**src/hw/rtl/xxh_pkg.sv**
```systemverilog
// ----------------------------------------------------------------------------
// XXH64 hash unit package
// Shared types, hash primes and rotate helper for the XXH64 stream hash unit.
// ----------------------------------------------------------------------------
package xxh_pkg;

    localparam logic [63:0] XP1 = 64'h9E3779B185EBCA87;
    localparam logic [63:0] XP2 = 64'hC2B2AE3D27D4EB4F;
    localparam logic [63:0] XP3 = 64'h165667B19E3779F9;
    localparam logic [63:0] XP4 = 64'h85EBCA77C2B2AE63;
    localparam logic [63:0] XP5 = 64'h27D4EB2F165667C5;
    localparam logic [63:0] XP12 = XP1 + XP2;

    // One classified request as it travels from the front to the back.
    typedef struct packed {
        logic [63:0] word;
        logic [31:0] seed;
        logic        first;
        logic        last;
        logic        take_full;
        logic [2:0]  tail_bytes;
    } xxh_item_t;

    function automatic logic [63:0] rotl64(input logic [63:0] x, input int r);
        rotl64 = (x << r) | (x >> (64 - r));
    endfunction

endpackage

```
**src/hw/rtl/xxh_fifo.sv**
```systemverilog
// ----------------------------------------------------------------------------
// XXH64 request queue
// Short register queue between the front end and the hash engine.
// ----------------------------------------------------------------------------
module xxh_fifo
    import xxh_pkg::*;
#(
    parameter int DEPTH = 2
)
(
    input  logic      clk,
    input  logic      rst_n,
    input  logic      push,
    input  xxh_item_t push_item,
    input  logic      pop,
    output xxh_item_t pop_item,
    output logic      full,
    output logic      not_empty
);

    localparam int PW = (DEPTH > 1) ? $clog2(DEPTH) : 1;
    localparam int CW = $clog2(DEPTH + 1);

    xxh_item_t        mem_reg [DEPTH];
    logic [PW-1:0]    wr_ptr_reg, wr_ptr_next;
    logic [PW-1:0]    rd_ptr_reg, rd_ptr_next;
    logic [CW-1:0]    count_reg, count_next;

    assign full = (count_reg == CW'(DEPTH));
    assign not_empty = (count_reg != '0);
    assign pop_item = mem_reg[rd_ptr_reg];

    always_comb
    begin
        wr_ptr_next = wr_ptr_reg;
        rd_ptr_next = rd_ptr_reg;
        count_next = count_reg;
        if (push)
        begin
            wr_ptr_next = (wr_ptr_reg == PW'(DEPTH - 1)) ? '0 : wr_ptr_reg + 1'b1;
        end
        if (pop)
        begin
            rd_ptr_next = (rd_ptr_reg == PW'(DEPTH - 1)) ? '0 : rd_ptr_reg + 1'b1;
        end
        if (push && !pop)
        begin
            count_next = count_reg + 1'b1;
        end
        else if (pop && !push)
        begin
            count_next = count_reg - 1'b1;
        end
    end

    always_ff @(posedge clk or negedge rst_n)
    begin
        if (!rst_n)
        begin
            wr_ptr_reg <= '0;
            rd_ptr_reg <= '0;
            count_reg <= '0;
        end
        else
        begin
            wr_ptr_reg <= wr_ptr_next;
            rd_ptr_reg <= rd_ptr_next;
            count_reg <= count_next;
        end
    end

    always_ff @(posedge clk)
    begin
        if (push)
        begin
            mem_reg[wr_ptr_reg] <= push_item;
        end
    end

    a_no_overflow: assert property (@(posedge clk) disable iff (!rst_n)
        count_reg <= CW'(DEPTH))
        else $error("queue count beyond depth");

endmodule

```
**config.mk**
```make
export PLATFORM = sky130hd
export DESIGN_NAME = xxh_fifo
export DESIGN_NICKNAME = d
export VERILOG_FILES = /design/src/hw/rtl/xxh_pkg.sv /design/src/hw/rtl/xxh_fifo.sv
export SDC_FILE = /design/constraint.sdc
export NUM_CORES = 1
export LEC_CHECK = 0
export BUFFER_PORTS_ARGS = -buffer_cell sky130_fd_sc_hd__buf_2
export CAP_MARGIN = 10
export CORE_AREA = 2 2 130 132
export DETAILED_ROUTE_END_ITERATION = 12
export DIE_AREA = 0 0 132 134
export GPL_ROUTABILITY_DRIVEN = 0
export HOLD_SLACK_MARGIN = 0.05
export PLACE_DENSITY_LB_ADDON = 0.25
export SETUP_SLACK_MARGIN = 0.3
export SYNTH_ARGS = -nofsm -noshare
export SYNTH_HDL_FRONTEND = slang
export SYNTH_SLANG_ARGS = --single-unit
```
**constraint.sdc**
```tcl
create_clock -name clk -period 5.5 [get_ports clk]
set_input_delay 0 -clock clk [delete_from_list [all_inputs] [get_ports clk]]
set_output_delay 0 -clock clk [all_outputs]
set_load 0.005 [all_outputs]
```
==> reports/metrics.cfg, run 1 <==
[status]
status = finished clean

[place]
post-place-ws_ns = 3.33
post-dp-hpwl_um = 8750
port_buffers = 209

[clocking]
cts_sinks = 208
clk_latency_ns = 0.48
numCtsBuffers = 22
cts_tree = done
clk_pin_slew_ns = 0.06
postCtsSetupBuffers = 0
cts-root-buf = clkbuf_16
cts.path.max_buffers = 3
htree_levels = 1

[worst_setup_path]
end_kind = output port
critPathArrivalTime_ns = 2.65
cp-start-kind = register
required_ns = 5.50
path_class = reg2out
path_max_fanout = 64

[cells_and_area]
seqCellArea_um2 = 6230
final_cell_mix = buf_2 (209), edfxtp_1 (204), dlygate4sd3_1 (106), mux2_2 (102), clkbuf_16 (23)
layout_commonest_cell = buf_2
largest_reg_flops = 204
nFillCells = 1168
areaGrowthSynthToFinish_pct = 41.1
fin_nets = 771
n_antenna_cell = 0
drive_above_1_share_pct = 51.7
multiInputGateArea_um2 = 1240

[grt]
gr-total-overflow = 0
grtUsageMet2_pct = 30.8
grt_max_degree = 75
grt_pass1_vias = 4716
use_met1_pct = 19.8
grt_pass1_wl_um = 23900
grt_antenna_before_repair = 0
gr-usage-met3_pct = 4.84
top_usage_layer = met2
grt_use_total_pct = 17.1

[die]
die_height_um = 134
dieWidth_um = 132
rows = 47
die_area_um2 = 17700
ioPinCount = 210
start_util_pct = 46.4
design.core.area_um2 = 16300

[sta]
tightest_slew_ns = 0.973
max_freq_mhz = 377
slew_headroom_pct = 35.2
fin_crit_sh_pct = 48.2
rsz0062_at_grt = false
worst_slack_ns = 2.85
setup_viol = 0
final.min_clock_period_ns = 2.65
slew_violations = 0
skew_ns = 0.00463
hold_viol_final = 0
fin_tns_setup_ns = 0

[logic_synthesis]
yosysWarnings = 0
ys_ff_latch = 208
syn_area_um2 = 7560
netlist.area_leader.share_pct = 81.0
seq_area_frac_synth_pct = 82.3
synth_cell_type_count = 14
synth.net_count = 440
synth_top_area_cell = edfxtp_1
netlist_instances = 333
syn_avg_cell_area_um2 = 22.7
synth.area.top_cells = edfxtp_1 (81%), mux2_2 (15%), dfrtp_1 (1.3%)

[min_path]
min_path_type = in2reg

[power_and_ir_drop]
power.density_nw_per_um2 = 470
leakagePower_nw = 4.07
irDropWorstVdd_v = 0.000298

[drt]
drtIter0Drc = 211
drt-pass1-iter-count = 4
drc = 0
wirelength_um = 15300
vias_per_cell = 4.76
dr_total_vias = 4281
ant_nets = 0
avgRoutedWirePerCell_um = 17.0

[job]
max-cap-violations = 0

routing by layer:
metal | share of wire, % | up-vias
met5 | 0 | -
met1 | 38 | 2093
met3 | 6.6 | 30
met4 | 2.8 | 0
met2 | 52 | 173
li1 | - | 1985
critical path: stages, from the launching register on:
cell     delay (ns)
dfrtp_4        0.78
buf_4          0.77
mux2_2         0.43
buf_2          0.13
cells in the mapped netlist:
library cell and n:
buf_2 3, buf_4 1, nor2b_1 2, nor2_1 1, xnor2_1 1, xor2_1 4
or2_2 1, mux2_2 102, and2_1 1, inv_1 1, dfrtp_1 4, buf_6 7
ha_1 1, edfxtp_1 204
power breakdown:
group | switching (W) | internal, W
Sequential | 0.000131 | 0.00211
Combinational | 0.000571 | 0.000651
Clock | 0.000566 | 0.000995
repair_timing:
action / CTS / global route
hold endpoints to repair: 212 / 0
hold buffers: 106 / 0
setup endpoints to repair: 0 / 0
gates resized for setup: 0 / 0
through the flow:
step	util [%]	hold WS (ns)	power [W]	cells	instance area, um2
floorplan	-	-0.296	0.00298	333	7570
global placement	54.2	-0.181	0.00341	754	8830
detailed placement	54.2	-0.178	0.00344	754	8830
CTS	65.5	0.207	0.00507	899	10700
global route	65.5	0.219	0.00525	899	10700
finish	65.5	0.234	0.00502	899	10700
worst paths after layout:
path | startpoint | to | slack, ns | depth (start not counted)
worst max-delay path | rd_ptr_reg | pop_item[3] | 2.85 | 3
worst min-delay path | push_item[19] | mem_reg[0][19] | 0.23 | 2
worst max register to register | wr_ptr_reg | mem_reg[1][101] | 3.36 | 2
worst min register to register | count_reg[1] | count_reg[1] | 0.49 | 1
max in group asynchronous | rst_n | rd_ptr_reg | 4.87 | 3
min in group asynchronous | rst_n | count_reg[1] | 0.43 | 3
area by class of cell:
cell class	instances	area share, %
sequential	208	58.4
clock buffer	26	5.50
multi-input combinational	113	11.7
clock inverter	13	1.79
tap	220	2.58
timing repair buffer	318	20.1
inverter	1	0.0352
logic make-up after synthesis:
family / synth area share (%)
mux: 15.2
fa+ha+maj: 0.165
simple gates: 0.380
flops: 82.3
xor+xnor: 0.579
buf+inv: 1.39
Note: power is estimated with default switching activity, not from simulation.
==> inputs of run 2 (changes only) <==
--- a/config.mk
+++ b/config.mk
@@ -7,9 +7,9 @@
 export LEC_CHECK = 0
 export BUFFER_PORTS_ARGS = -buffer_cell sky130_fd_sc_hd__buf_2
 export CAP_MARGIN = 10
-export CORE_AREA = 2 2 130 132
+export CORE_AREA = 2 2 127 129
 export DETAILED_ROUTE_END_ITERATION = 12
-export DIE_AREA = 0 0 132 134
+export DIE_AREA = 0 0 129 131
 export GPL_ROUTABILITY_DRIVEN = 0
 export HOLD_SLACK_MARGIN = 0.05
 export PLACE_DENSITY_LB_ADDON = 0.25
==> constraint.sdc (replaced) <==
create_clock -name clk -period 2.7 [get_ports clk]
set_input_delay 0 -clock clk [delete_from_list [all_inputs] [get_ports clk]]
set_output_delay 0 -clock clk [all_outputs]
set_load 0.005 [all_outputs]
==> reports/metrics.cfg, run 2 (synthesis gave the netlist of run 1 again) <==
[sta]
worst_slack_ns = 0.482
fin_tns_setup_ns = 0
setup_viol = 0
hold_viol_final = 0
holdWs_ns = 0.236
fin_crit_sh_pct = 82.1
rsz0062_at_grt = false
tightest_slew_ns = 0.590
max_freq_mhz = 451
slew_headroom_pct = 60.7
final.min_clock_period_ns = 2.22
slew_violations = 0
skew_ns = 0.0109

[clocking]
clk_pin_slew_ns = 0.06
cts_sinks = 208
numCtsBuffers = 22
htree_levels = 1
cts.path.max_buffers = 3
clk_latency_ns = 0.48
cts-resized-gates = 0
cts_tree = done
cts-root-buf = clkbuf_16

[die]
design.core.area_um2 = 15600
die_height_um = 131
dieWidth_um = 129
die_area_um2 = 16900
ioPinCount = 210
start_util_pct = 48.5
rows = 46

[cells_and_area]
areaGrowthSynthToFinish_pct = 40.1
n_antenna_cell = 0
final_cell_mix = buf_2 (209), edfxtp_1 (204), dlygate4sd3_1 (106), mux2_2 (102), clkbuf_16 (23)
fin_nets = 774
nFillCells = 1026
layout_commonest_cell = buf_2
largest_reg_flops = 204
fin_util_pct = 68.0
drive_above_1_share_pct = 51.5

[grt]
grt_use_total_pct = 17.1
gr-total-overflow = 0
grt_antenna_before_repair = 0
grt_pass1_wl_um = 22300
grt_pass1_vias = 4536
grt_max_degree = 61

[min_path]
min_path_type = in2reg

[power_and_ir_drop]
power.density_nw_per_um2 = 926
leakagePower_nw = 4.05
total_power_w = 0.00982
irDropWorstVdd_v = 0.000792

[worst_setup_path]
critPathArrivalTime_ns = 2.22
cp_slowest_cell = dfrtp_4
path_max_fanout = 41
end_kind = output port
path_buf_inv = 2
cp-start-kind = register
path_class = reg2out
critPathMaxStageDelay_ns = 0.80
crit_chain = buf_4 -> mux2_2 -> buf_2
crit_family = flip-flops
required_ns = 2.70

[place]
post-dp-hpwl_um = 8970
port_buffers = 209
post-place-ws_ns = 0.983

[status]
status = finished clean

[drt]
drt-pass1-iter-count = 4
wirelength_um = 14900
vias_per_cell = 4.72
avgRoutedWirePerCell_um = 16.6
drc = 0
drtIter0Drc = 181
dr_total_vias = 4238
ant_nets = 0

[job]
max-cap-violations = 0

run 2: worst paths after layout:
path / start / endpoint / slack [ns] / cells past startpoint
min: push_item[101] / mem_reg[1][101] / 0.24 / 2
min in group asynchronous: rst_n / rd_ptr_reg / 0.44 / 3
max: rd_ptr_reg / pop_item[93] / 0.48 / 3
max in group asynchronous: rst_n / rd_ptr_reg / 2.06 / 3
max reg2reg: wr_ptr_reg / mem_reg[1][3] / 1.21 / 2
min reg2reg: count_reg[1] / count_reg[1] / 0.53 / 1
run 2: where the power goes:
part           internal (W)  switching, W  total [W]
clock network       0.00161       0.00111    0.00273
registers           0.00429      0.000278    0.00457
logic               0.00137       0.00115    0.00252
run 2: through the flow:
stage / area, um2 / instances
floorplan: 7570 / 333
global placement: 8880 / 753
detailed placement: 8880 / 753
CTS: 10600 / 897
global route: 10600 / 897
finish: 10600 / 897
run 2: layout make-up:
cell class / instances / area, um2 / share of cell area (%)
Clock inverter: 6 / 32.5 / 0.307
Timing Repair Buffer: 321 / 2190 / 20.7
Sequential cell: 208 / 6230 / 58.8
Inverter: 1 / 3.75 / 0.0354
Multi-Input combinational cell: 113 / 1240 / 11.7
Tap cell: 216 / 270 / 2.55
Clock buffer: 32 / 629 / 5.94
run 2: what timing repair did:
item | CTS | global route
hold buffers | 106 | 0
hold endpoints to repair | 221 | 0
setup buffers | 0 | 0
run 2: routing by layer:
metal	part of all wire, %	track usage, %	vias up
li1	-	-	1994
met1	39	20.0	2050
met2	51	31.2	173
met3	7.7	5.21	21
met4	1.7	4.22	0
met5	0	0	-
run 2: worst register-to-register path: cells and delay by family, from the launching register on:
kind,cells,cell delay [ns]
buffers and inverters,1,0.43
AND/OR/NAND/NOR,1,0.27
flip-flops,1,0.42
